### config.mk
export PLATFORM = sky130hd
export DESIGN_NAME = voice_channel_allocator
export DESIGN_NICKNAME = d
export VERILOG_FILES = /design/src/design/vca_pkg.sv /design/src/design/voice_channel_allocator.sv /design/src/design/vca_regs.sv /design/src/design/vca_cell.sv
export SDC_FILE = /design/constraint.sdc
export NUM_CORES = 1
export LEC_CHECK = 0
export ABC_AREA = 1
export BUFFER_PORTS_ARGS = -buffer_cell sky130_fd_sc_hd__buf_2
export CAP_MARGIN = 25
export CORE_MARGIN = 1
export CORE_UTILIZATION = 62
export CTS_CLUSTER_SIZE = 14
export DETAILED_ROUTE_END_ITERATION = 7
export GPL_ROUTABILITY_DRIVEN = 1
export PLACE_DENSITY = 0.8
export SYNTH_ARGS = -nofsm -noshare
export SYNTH_HDL_FRONTEND = slang
export SYNTH_SLANG_ARGS = --single-unit
### constraint.sdc
create_clock -name clk -period 7.76 [get_ports clk]
set_clock_uncertainty 0.1 [all_clocks]
set_input_delay 1.552 -clock clk [delete_from_list [all_inputs] [get_ports clk]]
set_output_delay 1.552 -clock clk [all_outputs]
set_load 0.01 [all_outputs]
### src/design/vca_pkg.sv
// Shared types and constants of the voice channel allocator.
// Used by vca_regs, vca_cell and voice_channel_allocator; no dependencies.
package vca_pkg;

    localparam int CHANNELS        = 16;
    localparam int TONE_BASE       = 12;
    localparam int SAMPLE_CHANNELS = 12;
    localparam int TRACK_COUNT     = 16;
    localparam logic [7:0] PRIO_MAX     = 8'hFF;
    localparam logic [3:0] ACTIVE_RESET = 4'd8;
    localparam logic       TONE_RESET   = 1'b1;

    localparam logic [1:0] REQ_ALLOC = 2'd0;
    localparam logic [1:0] REQ_REL   = 2'd1;
    localparam logic [1:0] REQ_FREE  = 2'd2;

    localparam logic REG_ACTIVE = 1'b0;
    localparam logic REG_TONE   = 1'b1;

    typedef enum logic [1:0] {
        ST_OFF  = 2'd0,
        ST_PLAY = 2'd1,
        ST_STOP = 2'd2
    } chan_st_t;

    typedef struct packed {
        chan_st_t   st;
        logic [7:0] pri;
        logic [3:0] own;
    } chan_t;

    typedef struct packed {
        logic       valid;
        logic [3:0] lim;
        logic       stop_tier;
        logic       done_off;
        logic       has_pick;
        logic [3:0] pick;
        logic [7:0] bp;
        logic [3:0] bt;
    } scan_t;

    typedef struct packed {
        logic       en;
        logic [3:0] idx;
        chan_st_t   st;
        logic [7:0] pri;
        logic [3:0] own;
    } wr_t;

    typedef struct packed {
        logic [3:0] active_channels;
        logic       tone_enable;
    } cfg_t;

endpackage

### src/design/voice_channel_allocator.sv
// Voice channel allocator: sixteen channel cells in a chain plus sequencer.
// Sample allocate: the result strobe follows the start transfer once the candidate
// record, launched from a register, has walked the first min(SAMPLE_CHANNELS, 12) cells.
// Other requests: the result strobe is registered from the LOOK state. Busy drops
// with the strobe, and no request ever stalls.
// Reset: all channels off, active_channels 8, tone_enable 1.
module voice_channel_allocator #(
    parameter int SAMPLE_CHANNELS = vca_pkg::SAMPLE_CHANNELS
) (
    input  logic        clk,
    input  logic        rst_n,
    input  logic        start,
    output logic        busy,
    input  logic [1:0]  req_type,
    input  logic [3:0]  chan_sel,
    input  logic [7:0]  player_priority,
    input  logic [7:0]  track_priority,
    input  logic [3:0]  track_id,
    input  logic [2:0]  tone_type,
    output logic        done,
    output logic        granted,
    output logic [3:0]  chan_out,
    output logic        replaced_active,
    input  logic        psel,
    input  logic        penable,
    input  logic        pwrite,
    input  logic [2:0]  paddr,
    input  logic [31:0] pwdata,
    output logic [31:0] prdata,
    output logic        pready
);
    import vca_pkg::*;

    localparam int SCAN_LEN = (SAMPLE_CHANNELS < TONE_BASE) ? SAMPLE_CHANNELS : TONE_BASE;

    typedef enum logic [1:0] {
        S_IDLE,
        S_LOOK,
        S_SCAN
    } state_t;

    typedef enum logic [2:0] {
        OP_NONE,
        OP_SAMPLE,
        OP_TONE,
        OP_REL,
        OP_FREE
    } op_t;

    cfg_t       cfg;
    chan_t      chans [CHANNELS];
    scan_t      chain [CHANNELS+1];
    scan_t      tap;
    chan_t      cur;
    wr_t        wr;

    state_t     state_reg;
    op_t        op_reg;
    op_t        op_next;
    logic [3:0] addr_reg;
    logic [3:0] addr_next;
    logic [7:0] prio_reg;
    logic [3:0] track_reg;
    scan_t      launch_reg;
    logic       done_reg;
    logic       granted_reg;
    logic [3:0] chan_reg;
    logic       repl_reg;

    logic [8:0] prio_sum;
    logic [7:0] prio_sat;
    logic [3:0] lim;
    logic       fin;
    logic       dec_grant;
    logic [3:0] dec_chan;
    logic       dec_repl;

    vca_regs u_regs (
        .clk     (clk),
        .rst_n   (rst_n),
        .psel    (psel),
        .penable (penable),
        .pwrite  (pwrite),
        .paddr   (paddr),
        .pwdata  (pwdata),
        .prdata  (prdata),
        .pready  (pready),
        .cfg     (cfg)
    );

    assign chain[0] = launch_reg;

    for (genvar i = 0; i < CHANNELS; i++)
    begin : g_cell
        vca_cell #(
            .CELL_IDX (i)
        ) u_cell (
            .clk      (clk),
            .rst_n    (rst_n),
            .scan_in  (chain[i]),
            .wr       (wr),
            .scan_out (chain[i+1]),
            .chan     (chans[i])
        );
    end

    assign tap = chain[SCAN_LEN];
    assign cur = chans[addr_reg];

    assign busy            = (state_reg != S_IDLE);
    assign done            = done_reg;
    assign granted         = granted_reg;
    assign chan_out        = chan_reg;
    assign replaced_active = repl_reg;

    assign prio_sum = {1'b0, player_priority} + {1'b0, track_priority};
    assign prio_sat = prio_sum[8] ? PRIO_MAX : prio_sum[7:0];
    assign lim      = (cfg.active_channels > 4'(SCAN_LEN)) ? 4'(SCAN_LEN)
                                                           : cfg.active_channels;

    always_comb
    begin
        op_next   = OP_NONE;
        addr_next = chan_sel;
        unique case (req_type)
            REQ_ALLOC:
            begin
                if ({1'b0, track_id} >= 5'(TRACK_COUNT))
                    op_next = OP_NONE;
                else if (tone_type == 3'd0)
                    op_next = OP_SAMPLE;
                else if (cfg.tone_enable && (tone_type <= 3'd4))
                begin
                    op_next   = OP_TONE;
                    addr_next = 4'(TONE_BASE - 1) + {1'b0, tone_type};
                end
            end
            REQ_REL:  op_next = OP_REL;
            REQ_FREE: op_next = OP_FREE;
            default:  op_next = OP_NONE;
        endcase
    end

    always_comb
    begin
        fin       = (state_reg == S_LOOK) || ((state_reg == S_SCAN) && tap.valid);
        dec_grant = 1'b0;
        dec_chan  = 4'd0;
        dec_repl  = 1'b0;
        wr        = '{en: 1'b0, idx: addr_reg, st: ST_PLAY, pri: prio_reg, own: track_reg};
        unique case (op_reg)
            OP_SAMPLE:
            begin
                dec_grant = tap.has_pick;
                dec_chan  = tap.has_pick ? tap.pick : 4'd0;
                dec_repl  = tap.has_pick && !tap.done_off;
                wr.en     = fin && tap.has_pick;
                wr.idx    = tap.pick;
            end
            OP_TONE:
            begin
                dec_grant = !((cur.st == ST_PLAY) &&
                              ((cur.pri > prio_reg) ||
                               ((cur.pri == prio_reg) && (cur.own < track_reg))));
                dec_chan  = dec_grant ? addr_reg : 4'd0;
                dec_repl  = dec_grant && (cur.st != ST_OFF);
                wr.en     = fin && dec_grant;
            end
            OP_REL:
            begin
                dec_chan  = addr_reg;
                dec_repl  = (cur.st != ST_OFF);
                dec_grant = dec_repl;
                wr        = '{en: fin && dec_repl, idx: addr_reg, st: ST_STOP,
                              pri: cur.pri, own: cur.own};
            end
            OP_FREE:
            begin
                dec_chan  = addr_reg;
                dec_repl  = (cur.st != ST_OFF);
                dec_grant = 1'b1;
                wr        = '{en: fin, idx: addr_reg, st: ST_OFF,
                              pri: cur.pri, own: cur.own};
            end
            default: ;
        endcase
    end

    always_ff @(posedge clk or negedge rst_n)
    begin
        if (!rst_n)
        begin
            state_reg   <= S_IDLE;
            op_reg      <= OP_NONE;
            addr_reg    <= 4'd0;
            prio_reg    <= 8'd0;
            track_reg   <= 4'd0;
            launch_reg  <= '0;
            done_reg    <= 1'b0;
            granted_reg <= 1'b0;
            chan_reg    <= 4'd0;
            repl_reg    <= 1'b0;
        end
        else
        begin
            done_reg <= fin;
            unique case (state_reg)
                S_IDLE:
                begin
                    if (start)
                    begin
                        op_reg    <= op_next;
                        addr_reg  <= addr_next;
                        prio_reg  <= prio_sat;
                        track_reg <= track_id;
                        launch_reg <= '{valid: (op_next == OP_SAMPLE), lim: lim,
                                        stop_tier: 1'b0, done_off: 1'b0, has_pick: 1'b0,
                                        pick: 4'd0, bp: prio_sat, bt: track_id};
                        state_reg <= (op_next == OP_SAMPLE) ? S_SCAN : S_LOOK;
                    end
                end
                S_LOOK, S_SCAN:
                begin
                    launch_reg.valid <= 1'b0;
                    if (fin)
                    begin
                        granted_reg <= dec_grant;
                        chan_reg    <= dec_chan;
                        repl_reg    <= dec_repl;
                        state_reg   <= S_IDLE;
                    end
                end
                default: state_reg <= S_IDLE;
            endcase
        end
    end

    a_done_after_busy: assert property (@(posedge clk) disable iff (!rst_n)
        done_reg |-> $past(state_reg != S_IDLE))
        else $error("result strobe without a request in flight");

    a_repl_needs_grant: assert property (@(posedge clk) disable iff (!rst_n)
        (done_reg && !granted_reg) |-> !repl_reg)
        else $error("replaced_active set on a refused request");

    a_alloc_plays: assert property (@(posedge clk) disable iff (!rst_n)
        (done_reg && granted_reg && ((op_reg == OP_SAMPLE) || (op_reg == OP_TONE)))
        |-> (chans[chan_reg].st == ST_PLAY))
        else $error("allocated channel is not playing");

    a_tap_in_scan: assert property (@(posedge clk) disable iff (!rst_n)
        tap.valid |-> (state_reg == S_SCAN))
        else $error("scan record arrived outside the scan");

endmodule

### src/design/vca_regs.sv
// Configuration registers behind the APB-style port.
// Depends on vca_pkg.
module vca_regs (
    input  logic          clk,
    input  logic          rst_n,
    input  logic          psel,
    input  logic          penable,
    input  logic          pwrite,
    input  logic [2:0]    paddr,
    input  logic [31:0]   pwdata,
    output logic [31:0]   prdata,
    output logic          pready,
    output vca_pkg::cfg_t cfg
);
    import vca_pkg::*;

    cfg_t cfg_reg;
    logic wr_en;

    assign pready = 1'b1;
    assign wr_en  = psel && penable && pwrite;
    assign cfg    = cfg_reg;

    always_ff @(posedge clk or negedge rst_n)
    begin
        if (!rst_n)
        begin
            cfg_reg.active_channels <= ACTIVE_RESET;
            cfg_reg.tone_enable     <= TONE_RESET;
        end
        else if (wr_en)
        begin
            unique case (paddr[2])
                REG_ACTIVE: cfg_reg.active_channels <= pwdata[3:0];
                REG_TONE:   cfg_reg.tone_enable     <= pwdata[0];
                default:    ;
            endcase
        end
    end

    always_comb
    begin
        unique case (paddr[2])
            REG_ACTIVE: prdata = {28'd0, cfg_reg.active_channels};
            REG_TONE:   prdata = {31'd0, cfg_reg.tone_enable};
            default:    prdata = 32'd0;
        endcase
    end

endmodule

### src/design/vca_cell.sv
// One voice channel: holds its state, priority and owner, and folds itself
// into the candidate record passing down the chain. Depends on vca_pkg.
module vca_cell #(
    parameter int CELL_IDX = 0
) (
    input  logic           clk,
    input  logic           rst_n,
    input  vca_pkg::scan_t scan_in,
    input  vca_pkg::wr_t   wr,
    output vca_pkg::scan_t scan_out,
    output vca_pkg::chan_t chan
);
    import vca_pkg::*;

    localparam logic [3:0] IDX = 4'(CELL_IDX);

    chan_t chan_reg;
    scan_t scan_reg;
    scan_t scan_next;
    logic  active;
    logic  beats;

    assign chan     = chan_reg;
    assign scan_out = scan_reg;
    assign active   = scan_in.valid && !scan_in.done_off && (IDX < scan_in.lim);
    assign beats    = (chan_reg.pri != scan_in.bp) ? (chan_reg.pri < scan_in.bp)
                                                   : (chan_reg.own >= scan_in.bt);

    always_comb
    begin
        scan_next = scan_in;
        if (active)
        begin
            unique case (chan_reg.st)
                ST_OFF:
                begin
                    scan_next.done_off = 1'b1;
                    scan_next.has_pick = 1'b1;
                    scan_next.pick     = IDX;
                end
                ST_STOP:
                begin
                    if (!scan_in.stop_tier || beats)
                    begin
                        scan_next.stop_tier = 1'b1;
                        scan_next.has_pick  = 1'b1;
                        scan_next.pick      = IDX;
                        scan_next.bp        = chan_reg.pri;
                        scan_next.bt        = chan_reg.own;
                    end
                end
                ST_PLAY:
                begin
                    if (!scan_in.stop_tier && beats)
                    begin
                        scan_next.has_pick = 1'b1;
                        scan_next.pick     = IDX;
                        scan_next.bp       = chan_reg.pri;
                        scan_next.bt       = chan_reg.own;
                    end
                end
                default: ;
            endcase
        end
    end

    always_ff @(posedge clk or negedge rst_n)
    begin
        if (!rst_n)
        begin
            scan_reg <= '0;
            chan_reg <= '{st: ST_OFF, pri: 8'd0, own: 4'd0};
        end
        else
        begin
            scan_reg <= scan_next;
            if (wr.en && (wr.idx == IDX))
            begin
                chan_reg <= '{st: wr.st, pri: wr.pri, own: wr.own};
            end
        end
    end

endmodule
==> impl_metrics.yaml <==
placed_design:
  port_buffers: 51
  dp_slack_ns: 1.73
  dpl.cell_count: 4165
  dp_hpwl_um: 55600
  gp_congestion: 0.942
  place_area_sq_um: 29600
worst_setup_path:
  crit_chain: "buf_4, clkinv_2, buf_4, o21ai_0, o21ai_0, o211ai_1, nand2_1, ha_1, nand4_1, o22ai_1, nor3b_1, nor2_1, nand2_1, nand2_1, nand3_1, nand2_1, nand2_8, nand2_1, nand2_1, nand2_1"
  required_ns: 8.15
  crit_start: "addr_reg[0]"
  worst-path-stages: 20
  worstPathArrival_ns: 6.72
  r2r_cells: 20
  worstSetupStartpointType: "register"
  cp_slowest_cell: "clkinv_2"
  end_kind: "register"
  crit_type: "reg2reg"
  cp_num_buf_inv: 3
  r2r_start: "addr_reg[0]"
  cp_top_family: "simple AND/OR/NAND/NOR gates"
  crit_fanout: 132
  cpMostUsedCell: "nand2_1"
  slowest_delay_ns: 0.78
floorplan:
  die_h_um: 219
  ios: 111
  coreArea_sq_um: 46500
  rows: 79
  die_w_um: 219
  dieArea_sq_um: 48000
  start_util_pct: 62.8
clocking:
  cts_sinks: 516
  ctsHoldBuffers: 0
  numCtsBuffers: 54
  htreeDepth: 2
  post_cts_buffers: 0
  cts_tree: "done"
  clk_latency_ns: 0.63
  cts_max_path_buffers: 3
  cts-root-buf: "clkbuf_16"
  post_cts_resized: 0
  clk_pin_slew_ns: 0.06
hold_path:
  hold_depth: 0
  hp-start: "g_cell[6].u_cell.scan_out[19]"
  hp-class: "reg2reg"
layout:
  largest_reg_flops: 254
  drive_gt1_share_pct: 6.45
  n_antenna_cell: 0
  final_net_count: 3898
  fin_area_sq_um: 31500
  fin_cells: 4267
  fillers: 3744
  utilization_pct: 67.8
  synthToLayoutAreaGrowth_pct: 7.84
synthesis:
  postSynthAreaPerCell_sq_um: 8.02
  yosysWarnings: 0
  synth_area_leaders: "dfrtp_1 (44%), nand2_1 (11%), ha_1 (9.1%)"
  ys_types: 56
  synth_ff_type: "dfrtp_1"
  synth-edff-count: 0
  syn-cell-area_sq_um: 29200
  synth.most_common_cell: "nand2_1"
  synth.top_cell.area_share_pct: 44.1
  synth_seq_cells: 516
  yosys.area.top_type: "dfrtp_1"
  syn_inst: 3640
  yosys-top-cells-count: "nand2_1 (827), dfrtp_1 (514), inv_1 (456)"
  ys_async_sr_fraction_pct: 100
  seq_area_frac_synth_pct: 44.2
grt:
  globalRouteOverflowTotal: 0
  grt_usage_pct: 34.3
  antenna_found_initial: 0
  grt_pass1_wl_um: 128000
  grt_pass1_vias: 24069
  grt_max_degree: 165
sta:
  finalCriticalPeriod_ns: 6.32
  period_share_pct: 81.5
  tightest_slew_ns: 1.11
  timing.setup.tns_ns: 0
  finalHoldViolations: 0
  fmax_ghz: 0.158
  max-slew-margin-rel_pct: 25.8
  drv_slew: 0
  setup_ws_ns: 1.44
  rsz0062_at_grt: "false"
  setup_viol: 0
pwr:
  power_density_nw_per_um2: 420
  irDropWorstVdd_v: 0.000304
  power_leakage_nw: 16.6
route:
  first_iter_violations: 2864
  finalWirelength_um: 80600
  drc: 0
  antenna_left: 0
  viasPerCell: 5.95
  vias: 25377
  drt-wirelength-per-cell_um: 18.9
  drtPass1Iterations: 6
status:
  status: "completed"
job:
  max-cap-violations: 0
layer usage:
metal | routed length, um | GRT usage [%] | vias up
met4 | 5650 | 22.3 | 0
met3 | 7190 | 6.38 | 321
met5 | 0 | 0 | -
li1 | - | - | 11984
met2 | 36200 | 53.1 | 1243
met1 | 31600 | 44.3 | 11829
cell type report:
class,instances,area (sq um),area share (%)
Clock inverter,31,362,1.15
Inverter,458,1720,5.47
Timing Repair Buffer,100,726,2.31
Sequential cell,516,12900,41.0
Multi-Input combinational cell,2485,13500,43.0
Tap cell,607,759,2.41
Clock buffer,70,1460,4.64
worst reg2reg max path: cells and delay by family, from the launching register on:
family | cells | cell delay (ns)
buf+inv | 3 | 1.82
fa+ha+maj | 1 | 0.32
simple gates | 12 | 2.57
flops | 1 | 0.34
compound gates | 4 | 1.06
through the flow:
| step | power [mW] | hold slack [ns] |
|---|---|---|
| 2_1_floorplan | 8.25 | 0.231 |
| 3_3_place_gp | 10.1 | 0.232 |
| 3_5_place_dp | 10.3 | 0.235 |
| 4_1_cts | 13.1 | 0.235 |
| 5_1_grt | 14.1 | 0.254 |
| 6_report | 13.2 | 0.229 |
layout by cell type, fill, tap and decap left out, drive strengths merged, types with 7 or more instances in the layout:
| master | count |
|---|---|
| inv | 459 |
| nor2 | 153 |
| o21bai | 12 |
| bufinv | 7 |
| buf | 100 |
| o221ai | 24 |
| clkbuf | 70 |
| o2111ai | 7 |
| o211ai | 56 |
| nand3 | 381 |
| conb | 29 |
| o21a | 15 |
| o21ai | 388 |
| nand2 | 842 |
| clkinv | 21 |
| a22oi | 19 |
| dfrtp | 514 |
| nand4 | 25 |
| ha | 212 |
| a21oi | 212 |
| nor3 | 10 |
| o22ai | 47 |
path summary, 6_finish.rpt:
check	to	slack (ns)
max	g_cell[6].u_cell.chan[6]	1.44
min	g_cell[7].u_cell.scan_out[19]	0.23
max reg2reg	g_cell[6].u_cell.chan[6]	1.44
min reg2reg	g_cell[7].u_cell.scan_out[19]	0.23
max in group asynchronous	addr_reg[0]	5.14
min in group asynchronous	g_cell[7].u_cell.scan_out[14]	0.93
where the power goes:
part | switching, mW | total [mW] | internal, mW
clock network | 1.11 | 2.68 | 1.56
registers | 0.854 | 4.54 | 3.68
logic | 4.19 | 6.02 | 1.82
kinds of logic (layout without fill, tap and decap cells):
group | count (synthesis) | after routing | share of synthesized area (%)
AND/OR/NAND/NOR | 1426 | 1426 | 20.7
AO/OA/AOI/OAI | 808 | 808 | 15.7
buffers and inverters | 666 | 659 | 9.85
flip-flops | 516 | 516 | 44.2
adder cells (fa/ha/maj) | 213 | 213 | 9.16
XOR/XNOR | 5 | 5 | 0.150
multiplexers | 4 | 4 | 0.137
other | 2 | 29 | 0.0257
Power figures use the tool's default switching activity.
